[config.mk]
export PLATFORM = sky130hd
export DESIGN_NAME = rc_sbus_ibus_frame_decoder_core_flat
export DESIGN_NICKNAME = d
export VERILOG_FILES = /design/src/rtl/rcsb_pkg.sv /design/src/rtl/rcsb_if.sv /design/src/rtl/rcsb_front.sv /design/src/rtl/rcsb_queue.sv /design/src/rtl/rcsb_back.sv /design/src/rtl/rc_sbus_ibus_frame_decoder_core.sv /design/src/flat_wrapper.sv
export SDC_FILE = /design/constraint.sdc
export NUM_CORES = 2
export LEC_CHECK = 0
export ABC_CLOCK_PERIOD_IN_PS = 15000
export BUFFER_PORTS_ARGS = -buffer_cell sky130_fd_sc_hd__buf_2
export CORE_ASPECT_RATIO = 1.75
export CORE_MARGIN = 2
export CORE_UTILIZATION = 45
export CTS_CLUSTER_DIAMETER = 120
export DETAILED_ROUTE_END_ITERATION = 10
export PLACE_DENSITY = 0.73
export SLEW_MARGIN = 20
export SYNTH_ARGS = -nofsm -noshare
export SYNTH_HDL_FRONTEND = slang
export SYNTH_SLANG_ARGS = --single-unit
[constraint.sdc]
create_clock -name clk -period 15 [get_ports clk]
set_clock_uncertainty 0.2 [all_clocks]
set_input_delay 2.25 -clock clk [delete_from_list [all_inputs] [get_ports clk]]
set_output_delay 2.25 -clock clk [all_outputs]
set_load 0.02 [all_outputs]
[src/rtl/rcsb_pkg.sv]
// ----------------------------------------------------------------------------
// rcsb_pkg: shared types and constants of the RC frame decoder
// Frame store geometry, protocol constants, register map and the entry
// that travels from the byte front end to the decode back end.
// ----------------------------------------------------------------------------
package rcsb_pkg;

  localparam int BUFFER_BYTES = 32;
  localparam int POS_W        = $clog2(BUFFER_BYTES + 1);
  localparam int IDX_W        = $clog2(BUFFER_BYTES);

  localparam int NUM_CH       = 10;
  localparam int CH_W         = 16;

  localparam int STICK_BASE   = 0;
  localparam int NUM_STICKS   = 4;
  localparam int SWITCH_BASE  = 4;
  localparam int NUM_SWITCHES = 4;
  localparam int KNOB_BASE    = 8;
  localparam int NUM_KNOBS    = 2;

  localparam logic [7:0] SBUS_SYNC = 8'h0F;
  localparam logic [7:0] IBUS_SYNC = 8'h20;
  localparam int SBUS_CH_W           = 11;
  localparam logic [CH_W-1:0] SBUS_OFFSET = 16'd1024;
  localparam logic [CH_W-1:0] IBUS_CENTER = 16'd1500;
  localparam logic [15:0] CKSUM_INIT = 16'hFFFF;
  localparam int CKSUM_BYTES  = 30;
  localparam int CKSUM_LO_IDX = 30;
  localparam int CKSUM_HI_IDX = 31;

  localparam int DEADBAND     = 10;

  // Quotient by the switch divisor through a rounded-up reciprocal; exact
  // for every magnitude a 16-bit signed channel can take.
  localparam int SWITCH_DIV         = 500;
  localparam int SWITCH_RECIP_SHIFT = 24;
  localparam logic [15:0] SWITCH_RECIP =
    16'(((1 << SWITCH_RECIP_SHIFT) + SWITCH_DIV - 1) / SWITCH_DIV);
  localparam int SWITCH_Q_W         = 7;
  localparam int MAG_W              = CH_W + 1;
  localparam int PROD_W             = MAG_W + 16;

  localparam logic MODE_SBUS = 1'b0;
  localparam logic MODE_IBUS = 1'b1;

  localparam int PADDR_W = 3;
  localparam logic [PADDR_W-3:0] REG_PROTOCOL_MODE = '0;

  localparam int QUEUE_DEPTH = 2;
  localparam int QPTR_W      = (QUEUE_DEPTH > 1) ? $clog2(QUEUE_DEPTH) : 1;
  localparam int QCNT_W      = $clog2(QUEUE_DEPTH + 1);

  typedef logic [BUFFER_BYTES-1:0][7:0] frame_bytes_t;

  typedef struct packed {
    logic                       ok;
    logic [NUM_CH-1:0][CH_W-1:0] ch;
  } rcsb_frame_t;

  typedef struct packed {
    logic [QCNT_W-1:0] count;
    logic              full;
    logic              empty;
  } rcsb_queue_status_t;

endpackage

[src/rtl/rcsb_if.sv]
// ----------------------------------------------------------------------------
// rcsb_if: byte and result channels of the RC frame decoder
// Valid/ready channels; a beat moves when valid and ready are both high.
// ----------------------------------------------------------------------------
interface rcsb_byte_if;
  logic       valid;
  logic       ready;
  logic [7:0] rx_byte;
  logic       frame_end;

  modport source (output valid, rx_byte, frame_end, input ready);
  modport sink   (input valid, rx_byte, frame_end, output ready);
endinterface

interface rcsb_result_if;
  logic               valid;
  logic               ready;
  logic signed [15:0] stick_right_x;
  logic signed [15:0] stick_right_y;
  logic signed [15:0] stick_left_y;
  logic signed [15:0] stick_left_x;
  logic signed [7:0]  switch_a;
  logic signed [7:0]  switch_b;
  logic signed [7:0]  switch_c;
  logic signed [7:0]  switch_d;
  logic signed [15:0] knob_a;
  logic signed [15:0] knob_b;
  logic               frame_ok;

  modport source (output valid, stick_right_x, stick_right_y, stick_left_y,
                  stick_left_x, switch_a, switch_b, switch_c, switch_d,
                  knob_a, knob_b, frame_ok, input ready);
  modport sink   (input valid, stick_right_x, stick_right_y, stick_left_y,
                  stick_left_x, switch_a, switch_b, switch_c, switch_d,
                  knob_a, knob_b, frame_ok, output ready);
endinterface

[src/rtl/rcsb_front.sv]
// ----------------------------------------------------------------------------
// rcsb_front: byte capture and frame classification
// Writes bytes into the frame store, keeps a running byte sum for the IBUS
// checksum and, on a frame-end beat, checks the header and unpacks channels.
// ----------------------------------------------------------------------------
module rcsb_front (
  input  logic                 clk,
  input  logic                 rst,
  input  logic                 protocol_mode,
  rcsb_byte_if.sink            rx,
  output logic                 push_valid,
  input  logic                 push_ready,
  output rcsb_pkg::rcsb_frame_t push_entry
);

  logic [rcsb_pkg::POS_W-1:0] pos;
  rcsb_pkg::frame_bytes_t     store;
  rcsb_pkg::frame_bytes_t     eff;
  logic [15:0]                sum;
  logic [15:0]                sum_next;
  logic                       accept;
  logic                       wr;
  logic [rcsb_pkg::IDX_W-1:0] widx;
  logic [rcsb_pkg::NUM_CH-1:0][rcsb_pkg::CH_W-1:0] sbus_ch;
  logic [rcsb_pkg::NUM_CH-1:0][rcsb_pkg::CH_W-1:0] ibus_ch;
  logic                       sbus_ok;
  logic                       ibus_ok;

  // Bytes past the end of the store read as zero.
  function automatic logic [7:0] fetch(input rcsb_pkg::frame_bytes_t a, input int idx);
    logic [rcsb_pkg::IDX_W-1:0] i;
    i = idx[rcsb_pkg::IDX_W-1:0];
    if (idx >= rcsb_pkg::BUFFER_BYTES) begin
      return 8'h00;
    end
    return a[i];
  endfunction

  assign rx.ready   = push_ready;
  assign accept     = rx.valid && rx.ready;
  assign wr         = accept && (pos < rcsb_pkg::POS_W'(rcsb_pkg::BUFFER_BYTES));
  assign widx       = pos[rcsb_pkg::IDX_W-1:0];
  assign push_valid = accept && rx.frame_end;

  // The sum covers the checksummed positions of the store as they stand,
  // so it stays right when a short buffer leaves older bytes behind.
  always_comb begin
    sum_next = sum;
    if (wr && (pos < rcsb_pkg::POS_W'(rcsb_pkg::CKSUM_BYTES))) begin
      sum_next = sum - {8'h00, store[widx]} + {8'h00, rx.rx_byte};
    end
  end

  always_comb begin
    eff = store;
    if (wr) begin
      eff[widx] = rx.rx_byte;
    end
  end

  always_comb begin
    int          bitpos;
    int          b;
    logic [23:0] w;
    logic [rcsb_pkg::SBUS_CH_W-1:0] raw;
    for (int k = 0; k < rcsb_pkg::NUM_CH; k++) begin
      bitpos = rcsb_pkg::SBUS_CH_W * k;
      b      = 1 + (bitpos >> 3);
      w      = {fetch(eff, b + 2), fetch(eff, b + 1), fetch(eff, b)};
      raw    = rcsb_pkg::SBUS_CH_W'(w >> bitpos[2:0]);
      sbus_ch[k] = {{(rcsb_pkg::CH_W - rcsb_pkg::SBUS_CH_W){1'b0}}, raw}
                   - rcsb_pkg::SBUS_OFFSET;
      ibus_ch[k] = {fetch(eff, 3 + 2 * k), fetch(eff, 2 + 2 * k)} - rcsb_pkg::IBUS_CENTER;
    end
  end

  assign sbus_ok = (fetch(eff, 0) == rcsb_pkg::SBUS_SYNC);
  assign ibus_ok = (fetch(eff, 0) == rcsb_pkg::IBUS_SYNC) &&
                   ((rcsb_pkg::CKSUM_INIT - sum_next) ==
                    {fetch(eff, rcsb_pkg::CKSUM_HI_IDX), fetch(eff, rcsb_pkg::CKSUM_LO_IDX)});

  always_comb begin
    if (protocol_mode == rcsb_pkg::MODE_IBUS) begin
      push_entry.ok = ibus_ok;
      push_entry.ch = ibus_ch;
    end else begin
      push_entry.ok = sbus_ok;
      push_entry.ch = sbus_ch;
    end
  end

  always_ff @(posedge clk) begin
    if (rst) begin
      pos   <= '0;
      store <= '0;
      sum   <= '0;
    end else begin
      if (wr) begin
        store[widx] <= rx.rx_byte;
      end
      sum <= sum_next;
      if (accept && rx.frame_end) begin
        pos <= '0;
      end else if (wr) begin
        pos <= pos + 1'b1;
      end
    end
  end

endmodule

[src/rtl/rcsb_queue.sv]
// ----------------------------------------------------------------------------
// rcsb_queue: short queue of classified frames
// Decouples the byte front end from the decode back end.
// ----------------------------------------------------------------------------
module rcsb_queue (
  input  logic                        clk,
  input  logic                        rst,
  input  logic                        push_valid,
  output logic                        push_ready,
  input  rcsb_pkg::rcsb_frame_t       push_entry,
  output logic                        head_valid,
  input  logic                        pop,
  output rcsb_pkg::rcsb_frame_t       head_entry,
  output rcsb_pkg::rcsb_queue_status_t status
);

  rcsb_pkg::rcsb_frame_t entries [rcsb_pkg::QUEUE_DEPTH];
  logic [rcsb_pkg::QPTR_W-1:0] wptr;
  logic [rcsb_pkg::QPTR_W-1:0] rptr;
  logic [rcsb_pkg::QCNT_W-1:0] count;
  logic                        do_push;
  logic                        do_pop;

  function automatic logic [rcsb_pkg::QPTR_W-1:0] ptr_inc(input logic [rcsb_pkg::QPTR_W-1:0] p);
    if (p == rcsb_pkg::QPTR_W'(rcsb_pkg::QUEUE_DEPTH - 1)) begin
      return '0;
    end
    return p + 1'b1;
  endfunction

  assign status.count = count;
  assign status.full  = (count == rcsb_pkg::QCNT_W'(rcsb_pkg::QUEUE_DEPTH));
  assign status.empty = (count == '0);
  assign push_ready   = !status.full;
  assign head_valid   = !status.empty;
  assign head_entry   = entries[rptr];
  assign do_push      = push_valid && push_ready;
  assign do_pop       = pop && head_valid;

  always_ff @(posedge clk) begin
    if (do_push) begin
      entries[wptr] <= push_entry;
    end
  end

  always_ff @(posedge clk) begin
    if (rst) begin
      wptr  <= '0;
      rptr  <= '0;
      count <= '0;
    end else begin
      if (do_push) begin
        wptr <= ptr_inc(wptr);
      end
      if (do_pop) begin
        rptr <= ptr_inc(rptr);
      end
      count <= count + rcsb_pkg::QCNT_W'(do_push) - rcsb_pkg::QCNT_W'(do_pop);
    end
  end

endmodule

[src/rtl/rcsb_back.sv]
// ----------------------------------------------------------------------------
// rcsb_back: channel update and output mapping
// Holds the last good channels, applies deadband, switch quantization and
// knob pass-through in two register stages, the second being the output.
// ----------------------------------------------------------------------------
module rcsb_back (
  input  logic                  clk,
  input  logic                  rst,
  input  logic                  head_valid,
  input  rcsb_pkg::rcsb_frame_t head_entry,
  output logic                  pop,
  rcsb_result_if.source         res
);

  logic [rcsb_pkg::NUM_CH-1:0][rcsb_pkg::CH_W-1:0] channel_values;
  logic [rcsb_pkg::NUM_CH-1:0][rcsb_pkg::CH_W-1:0] ch_sel;
  logic adv;

  logic                                                s1_valid;
  logic                                                s1_ok;
  logic [rcsb_pkg::NUM_STICKS-1:0][rcsb_pkg::CH_W-1:0] s1_stick;
  logic [rcsb_pkg::NUM_KNOBS-1:0][rcsb_pkg::CH_W-1:0]  s1_knob;
  logic [rcsb_pkg::NUM_SWITCHES-1:0][rcsb_pkg::MAG_W-1:0] s1_mag;
  logic [rcsb_pkg::NUM_SWITCHES-1:0]                   s1_neg;

  logic [rcsb_pkg::NUM_STICKS-1:0][rcsb_pkg::CH_W-1:0]  stick_map;
  logic [rcsb_pkg::NUM_SWITCHES-1:0][rcsb_pkg::MAG_W-1:0] mag_map;
  logic [rcsb_pkg::NUM_SWITCHES-1:0]                    neg_map;
  logic [rcsb_pkg::NUM_SWITCHES-1:0][7:0]               switch_map;

  logic                                                out_valid;
  logic                                                out_ok;
  logic [rcsb_pkg::NUM_STICKS-1:0][rcsb_pkg::CH_W-1:0] out_stick;
  logic [rcsb_pkg::NUM_SWITCHES-1:0][7:0]              out_switch;
  logic [rcsb_pkg::NUM_KNOBS-1:0][rcsb_pkg::CH_W-1:0]  out_knob;

  assign adv = !out_valid || res.ready;
  assign pop = adv && head_valid;

  assign ch_sel = head_entry.ok ? head_entry.ch : channel_values;

  always_comb begin
    logic [rcsb_pkg::CH_W-1:0] v;
    for (int k = 0; k < rcsb_pkg::NUM_STICKS; k++) begin
      v = ch_sel[rcsb_pkg::STICK_BASE + k];
      if (($signed(v) > -rcsb_pkg::DEADBAND) && ($signed(v) < rcsb_pkg::DEADBAND)) begin
        stick_map[k] = '0;
      end else begin
        stick_map[k] = v;
      end
    end
    for (int k = 0; k < rcsb_pkg::NUM_SWITCHES; k++) begin
      v = ch_sel[rcsb_pkg::SWITCH_BASE + k];
      neg_map[k] = v[rcsb_pkg::CH_W-1];
      mag_map[k] = v[rcsb_pkg::CH_W-1] ? (rcsb_pkg::MAG_W'(0) - {v[rcsb_pkg::CH_W-1], v})
                                       : {1'b0, v};
    end
  end

  // Truncating division: magnitude times reciprocal, then the sign back on.
  always_comb begin
    logic [rcsb_pkg::PROD_W-1:0]     prod;
    logic [rcsb_pkg::SWITCH_Q_W-1:0] q;
    for (int k = 0; k < rcsb_pkg::NUM_SWITCHES; k++) begin
      prod = rcsb_pkg::PROD_W'(s1_mag[k]) * rcsb_pkg::PROD_W'(rcsb_pkg::SWITCH_RECIP);
      q    = prod[rcsb_pkg::SWITCH_RECIP_SHIFT +: rcsb_pkg::SWITCH_Q_W];
      switch_map[k] = s1_neg[k] ? (8'd0 - {1'b0, q}) : {1'b0, q};
    end
  end

  always_ff @(posedge clk) begin
    if (rst) begin
      channel_values <= '0;
      s1_valid       <= 1'b0;
      out_valid      <= 1'b0;
    end else if (adv) begin
      if (head_valid && head_entry.ok) begin
        channel_values <= head_entry.ch;
      end
      s1_valid  <= head_valid;
      out_valid <= s1_valid;
    end
  end

  always_ff @(posedge clk) begin
    if (adv) begin
      s1_ok    <= head_entry.ok;
      s1_stick <= stick_map;
      s1_mag   <= mag_map;
      s1_neg   <= neg_map;
      for (int k = 0; k < rcsb_pkg::NUM_KNOBS; k++) begin
        s1_knob[k] <= ch_sel[rcsb_pkg::KNOB_BASE + k];
      end
      out_ok     <= s1_ok;
      out_stick  <= s1_stick;
      out_knob   <= s1_knob;
      out_switch <= switch_map;
    end
  end

  assign res.valid         = out_valid;
  assign res.stick_right_x = out_stick[0];
  assign res.stick_right_y = out_stick[1];
  assign res.stick_left_y  = out_stick[2];
  assign res.stick_left_x  = out_stick[3];
  assign res.switch_a      = out_switch[0];
  assign res.switch_b      = out_switch[1];
  assign res.switch_c      = out_switch[2];
  assign res.switch_d      = out_switch[3];
  assign res.knob_a        = out_knob[0];
  assign res.knob_b        = out_knob[1];
  assign res.frame_ok      = out_ok;

endmodule

[src/rtl/rc_sbus_ibus_frame_decoder_core.sv]
// ----------------------------------------------------------------------------
// rc_sbus_ibus_frame_decoder_core: SBUS / IBUS radio-control frame decoder
// Collects received bytes into a frame store and decodes each closed buffer
// into stick, switch and knob values.
// ----------------------------------------------------------------------------
// Usage:
//   rx carries one received byte per beat; frame_end marks the last byte of
//   a buffer. res carries one result beat for every frame-end beat, in order.
//   The APB port holds protocol_mode at address 0 (0 = SBUS, 1 = IBUS);
//   the user must write it only while no frame is in flight (not enforced).
//   Throughput is one byte per cycle, frame-end bytes included, while the
//   frame queue is not full. A frame-end beat's result passes through the
//   frame queue, the mapping stage and then the output register, each held
//   while res is stalled. The rate is set by the byte front end, which
//   updates the store and checksum sum once per cycle.
//   When res is stalled the result holds in the output register, the mapping
//   stage holds, and the two-entry frame queue absorbs further frame-end
//   bytes; rx.ready drops only once that queue is full.
//   Reset clears the frame store, the stored channels, the byte position,
//   protocol_mode and all valid state; no result is pending after reset.
// ----------------------------------------------------------------------------
module rc_sbus_ibus_frame_decoder_core (
  input  logic                          clk,
  input  logic                          rst,
  input  logic                          psel,
  input  logic                          penable,
  input  logic                          pwrite,
  input  logic [rcsb_pkg::PADDR_W-1:0]  paddr,
  input  logic [31:0]                   pwdata,
  output logic [31:0]                   prdata,
  output logic                          pready,
  rcsb_byte_if.sink                     rx,
  rcsb_result_if.source                 res
);

  logic                         protocol_mode;
  logic                         cfg_write;
  logic                         push_valid;
  logic                         push_ready;
  rcsb_pkg::rcsb_frame_t        push_entry;
  logic                         head_valid;
  logic                         pop;
  rcsb_pkg::rcsb_frame_t        head_entry;
  rcsb_pkg::rcsb_queue_status_t q_status;

  assign pready    = 1'b1;
  assign cfg_write = psel && penable && pwrite && pready &&
                     (paddr[rcsb_pkg::PADDR_W-1:2] == rcsb_pkg::REG_PROTOCOL_MODE);
  assign prdata    = (paddr[rcsb_pkg::PADDR_W-1:2] == rcsb_pkg::REG_PROTOCOL_MODE)
                     ? {31'd0, protocol_mode} : 32'd0;

  always_ff @(posedge clk) begin
    if (rst) begin
      protocol_mode <= rcsb_pkg::MODE_SBUS;
    end else if (cfg_write) begin
      protocol_mode <= pwdata[0];
    end
  end

  rcsb_front u_front (
    .clk           (clk),
    .rst           (rst),
    .protocol_mode (protocol_mode),
    .rx            (rx),
    .push_valid    (push_valid),
    .push_ready    (push_ready),
    .push_entry    (push_entry)
  );

  rcsb_queue u_queue (
    .clk        (clk),
    .rst        (rst),
    .push_valid (push_valid),
    .push_ready (push_ready),
    .push_entry (push_entry),
    .head_valid (head_valid),
    .pop        (pop),
    .head_entry (head_entry),
    .status     (q_status)
  );

  rcsb_back u_back (
    .clk        (clk),
    .rst        (rst),
    .head_valid (head_valid),
    .head_entry (head_entry),
    .pop        (pop),
    .res        (res)
  );

  // The queue never holds more frames than it has entries.
  a_queue_bound: assert property (@(posedge clk) disable iff (rst)
    q_status.count <= rcsb_pkg::QCNT_W'(rcsb_pkg::QUEUE_DEPTH))
    else $error("frame queue count beyond depth");

  // Nothing is pending right after reset.
  a_reset_idle: assert property (@(posedge clk) rst |=> !res.valid && q_status.empty)
    else $error("result or queued frame after reset");

  // Switch positions A and D stay within the range a 16-bit channel can give.
  a_switch_range: assert property (@(posedge clk) disable iff (rst)
    res.valid |-> ($signed(res.switch_a) <= 65) && ($signed(res.switch_a) >= -65) &&
                  ($signed(res.switch_d) <= 65) && ($signed(res.switch_d) >= -65))
    else $error("switch position out of range");

  // A right stick X value inside the deadband must have been forced to zero.
  a_deadband: assert property (@(posedge clk) disable iff (rst)
    res.valid |-> (res.stick_right_x == 16'sd0) || ($signed(res.stick_right_x) >= 10) ||
                  ($signed(res.stick_right_x) <= -10))
    else $error("stick value inside deadband");

endmodule

[src/flat_wrapper.sv]
// flat-port wrapper written by rule: the top's interface ports become plain ports
module rc_sbus_ibus_frame_decoder_core_flat 
  (clk, rst, psel, penable, pwrite, paddr, pwdata, prdata, pready, rx_valid, rx_rx_byte, rx_frame_end, rx_ready, res_valid, res_stick_right_x, res_stick_right_y, res_stick_left_y, res_stick_left_x, res_switch_a, res_switch_b, res_switch_c, res_switch_d, res_knob_a, res_knob_b, res_frame_ok, res_ready);
  rcsb_byte_if rx_i ();
  rcsb_result_if res_i ();
  input  logic clk;
  input  logic rst;
  input  logic psel;
  input  logic penable;
  input  logic pwrite;
  input  logic [rcsb_pkg::PADDR_W-1:0] paddr;
  input  logic [31:0] pwdata;
  output logic [31:0] prdata;
  output logic pready;
  input wire logic [$bits(rx_i.valid)-1:0] rx_valid;
  input wire logic [$bits(rx_i.rx_byte)-1:0] rx_rx_byte;
  input wire logic [$bits(rx_i.frame_end)-1:0] rx_frame_end;
  output wire logic [$bits(rx_i.ready)-1:0] rx_ready;
  output wire logic [$bits(res_i.valid)-1:0] res_valid;
  output wire logic [$bits(res_i.stick_right_x)-1:0] res_stick_right_x;
  output wire logic [$bits(res_i.stick_right_y)-1:0] res_stick_right_y;
  output wire logic [$bits(res_i.stick_left_y)-1:0] res_stick_left_y;
  output wire logic [$bits(res_i.stick_left_x)-1:0] res_stick_left_x;
  output wire logic [$bits(res_i.switch_a)-1:0] res_switch_a;
  output wire logic [$bits(res_i.switch_b)-1:0] res_switch_b;
  output wire logic [$bits(res_i.switch_c)-1:0] res_switch_c;
  output wire logic [$bits(res_i.switch_d)-1:0] res_switch_d;
  output wire logic [$bits(res_i.knob_a)-1:0] res_knob_a;
  output wire logic [$bits(res_i.knob_b)-1:0] res_knob_b;
  output wire logic [$bits(res_i.frame_ok)-1:0] res_frame_ok;
  input wire logic [$bits(res_i.ready)-1:0] res_ready;
  assign rx_i.valid = rx_valid;
  assign rx_i.rx_byte = rx_rx_byte;
  assign rx_i.frame_end = rx_frame_end;
  assign rx_ready = rx_i.ready;
  assign res_valid = res_i.valid;
  assign res_stick_right_x = res_i.stick_right_x;
  assign res_stick_right_y = res_i.stick_right_y;
  assign res_stick_left_y = res_i.stick_left_y;
  assign res_stick_left_x = res_i.stick_left_x;
  assign res_switch_a = res_i.switch_a;
  assign res_switch_b = res_i.switch_b;
  assign res_switch_c = res_i.switch_c;
  assign res_switch_d = res_i.switch_d;
  assign res_knob_a = res_i.knob_a;
  assign res_knob_b = res_i.knob_b;
  assign res_frame_ok = res_i.frame_ok;
  assign res_i.ready = res_ready;
  rc_sbus_ibus_frame_decoder_core u_core (.clk(clk), .rst(rst), .psel(psel), .penable(penable), .pwrite(pwrite), .paddr(paddr), .pwdata(pwdata), .prdata(prdata), .pready(pready), .rx(rx_i), .res(res_i));
endmodule
==> metrics.md <==
| Metric | Value |
|---|---|
| Number of flops mapped to enable cells by yosys | a little over 600 |
| Critical path class | register to register |
| Max Cap Violations | 0 |
| Status | completed |
| Final HPWL DP | 107300 µm |
| Share of layout cells above drive strength 1 | 8.259% |
| Post-Synthesis Cells | 5825 |
| Die area | 139400 µm² |
| CTS resizes | 0 |
| Hold EP | u_core.u_back.res.stick_right_y[1] |
| CTS H-tree depth | 3 |
| Worst Path Required | ~15 ns |
| Hold crit path type | register to register |
| First-pass GRT wire length | 228500 µm |
| Synthesized area | 61340 µm² |
| Hold_buf cts | 0 |
| Worst hold stages | 0 |
| Unrepaired setup endpoints after global routing | no |
| Postcts setup bufs | 0 |
| Final min period | about 7.6 ns |
| DR vias | around 43000 |
| Floorplan row count | 179 |
| Internal reg-to-reg setup slack | 7.37 ns |
| Final Setup Violations | 0 |
| Post-synth top area share | 30.35% |
| Asr flop ratio synth | 0% |
| CTS tree | built |
| Hold Crit Start | u_core.u_back.s1_stick[17] |
| Iter 0 DRT Violations | 3235 |
| CTS root buf | clkbuf_16 |
| Critical Path Fanout Max | 48 |
| RR Endpoint | u_core.u_queue.entries[0][160] |
| Average cell area after synthesis | 10.53 µm² |
| Area growth syn-to-layout | 9.040% |
| FF-to-FF path depth | 16 |
| IO Pins | 215 |
| Buffers on Ports | between 100 and 150 |
| Final Max Slew Viols | 0 |
| GRT Residual Overflow | 0 |
| Clock Sinks | 1066 |
| TritonCTS Buffers | 93 |
| Most frequent cells in the layout | 748 x nor2_1, 620 x edfxtp_1, 580 x ha_1, 549 x inv_1, 442 x dfxtp_1 |
| Die Y | 492.4 µm |
| Clock latency at the later pin of the worst-skew pair | 0.73 ns |
| Placer Congestion | between 0.9 and 1 |
| Most common cell after layout, fill and taps aside | nor2_1 |
| Critical Path AT | 7.84 ns |
| Vias in the first global route | ~42000 |
| Via density | 5.534 |
| Seq/Total Area, Yosys | ~45% |
| Initial antenna violation count | 3 |
| DR WL/cell | 19.04 µm |
| TritonRoute pass-1 iters | 6 |
| Largest net degree at the start of global routing | 206 |
| Primary flip-flop cell chosen by synthesis mapping | edfxtp_1 |
| Residual DRC | 0 |
| TNS Setup | 0 ns |
| Clock-pin slew on the worst setup and hold paths | ~0.070 ns |
| Initial Util | 45.20% |
| FF-to-FF Start | u_core.u_front.pos[0] |
| GRT Overall Usage | 20.67% |
| Synth Warn # | 0 |
| Peak Freq | 131.1 MHz |
| Post-synth top area cell | edfxtp_1 |
| Startpoint Class | register |
| Area contributors post-synth | edfxtp_1 30%, dfxtp_1 15%, ha_1 12%, fa_1 5.9%, nor2_1 4.6% |
| Final worst-path cycle share | 50.85% |
| Bufs on Longest Clock Path | 3 |
| CP endpoint kind | register |
| Antenna-violating nets left | 0 |
| Tightest Pin Transition | 1.191 ns |
| Die Wd | 283.1 µm |
| Hold violation count in the final report | 0 |
| Slew margin rel. | between 20% and 30% |
| #FFs+latches synth | 1066 |
| Core area | 135700 µm² |
| Cell variety after synth | ~80 |
| Fin nets | between 6000 and 7000 |
| Routed wire length | 147000 µm |
[metal layers]
metal  share of wire (%)  track usage, %  vias to the layer above
li1                    -               -                    20460
met1                  37           22.70                    20550
met2                  51           37.11                     1278
met3                 4.8           2.946                      438
met4                 7.3           13.64                        2
met5              0.0048               0                        -
[per-stage QoR]
| step | setup WS (ns) | util (%) | hold WS, ns | std cells | instance area [µm²] |
|---|---|---|---|---|---|
| 6_report | 7.373 | 49.28 | 0.2144 | 7721 | 66890 |
| 5_1_grt | 7.145 | 49.28 | 0.2208 | 7720 | 66880 |
| 4_1_cts | 7.489 | 49.25 | 0.2157 | 7719 | 66840 |
| 3_5_place_dp | 6.925 | 46.88 | 0.2045 | 7543 | 63620 |
| 3_3_place_gp | 6.940 | 46.88 | 0.2030 | 7543 | 63620 |
| 2_1_floorplan | 3.530 | - | 0.2003 | 5859 | 61470 |
[Yosys cell counts, types with 21 or more instances]
cell,n
a21oi_1,408
xnor2_1,162
xor2_1,55
nand2_1,333
nand3_1,55
edfxtp_1,620
mux2i_1,270
fa_1,180
buf_4,36
nor2_1,750
a22oi_1,34
nor3_1,47
o21a_1,22
dfxtp_1,446
nor4_1,25
nor2b_1,22
mux4_2,64
nand4_1,72
buf_2,26
inv_1,549
a31o_2,21
and3_1,39
o21ai_0,212
a21o_1,50
or3_1,24
a211oi_1,172
buf_1,30
o31ai_1,23
ha_1,580
clkbuf_1,229
o211ai_1,21
[kinds of logic after synthesis]
group	count (synthesis)	share of synthesized area, %
and+or+nand+nor	1463	10.50
xor gates and xnor gates	217	3.098
muxes	349	7.031
adders and majority gates	760	17.70
buffers and inverters	880	5.670
other	2	0.01224
AOI/OAI and AO/OA	1088	11.07
DFF	1066	44.91
[flip-flops by register name (all words and copies together), names as in the netlist, 8 cells and up, named ones only]
signal / count
u_core.u_back.res.stick_left_y: 16
u_core.u_front.store: 192
u_core.u_back.res.stick_left_x: 16
u_core.u_back.s1_mag: 68
u_core.u_back.res.switch_c: 8
u_core.u_back.channel_values: 160
u_core.u_back.s1_stick: 64
u_core.u_front.sum: 16
u_core.u_back.res.switch_a: 8
u_core.u_back.res.stick_right_y: 16
u_core.u_back.res.switch_d: 8
u_core.u_back.res.knob_b: 16
u_core.u_queue.entries: 322
u_core.u_back.s1_knob: 32
u_core.u_back.res.stick_right_x: 16
u_core.u_back.res.knob_a: 16
u_core.u_back.res.switch_b: 8
[how the worst max path moves through the flow]
stage	startpoint	to	slack, ns	cells past startpoint
finish	u_core.u_front.pos[0]	u_core.u_queue.entries[0][160]	7.37	16
global route	u_core.u_front.pos[0]	u_core.u_queue.entries[1][160]	7.14	16
CTS	u_core.u_front.pos[0]	u_core.u_queue.entries[1][160]	7.49	16
detailed placement	rx_rx_byte[2]	u_core.u_queue.entries[0][160]	6.92	16
global placement	rx_rx_byte[2]	u_core.u_queue.entries[0][160]	6.94	16
floorplan	res_ready	u_core.u_back.channel_values[100]	3.53	8
[critical path, stage by stage, from the launching register on]
cell and delay (ns):
dfxtp_4 0.61, buf_4 0.76, mux4_2 0.71, a22oi_1 0.27
nand4_1 0.18, fa_1 0.52, inv_1 0.07, fa_1 0.45
a211oi_1 0.55, nor3_1 0.23, or4_1 0.54, and3_1 0.19
xnor2_1 0.13, a211oi_1 0.25, nand4b_1 0.14, or4_1 0.55
o41ai_2 0.86
[final cells by class]
type,count,area [µm²]
multi-input cells,3913,30570
clock buffers,118,2512
fillers,12100,68840
diodes,2,5.005
well taps,1810,2265
repair buffers,196,1171
inverters,558,2103
flip-flops and latches,1066,27560
clock inverters,58,703.2
Power is not shown: default switching activity piles up to over one toggle a cycle in this logic, so the estimate is an artifact.
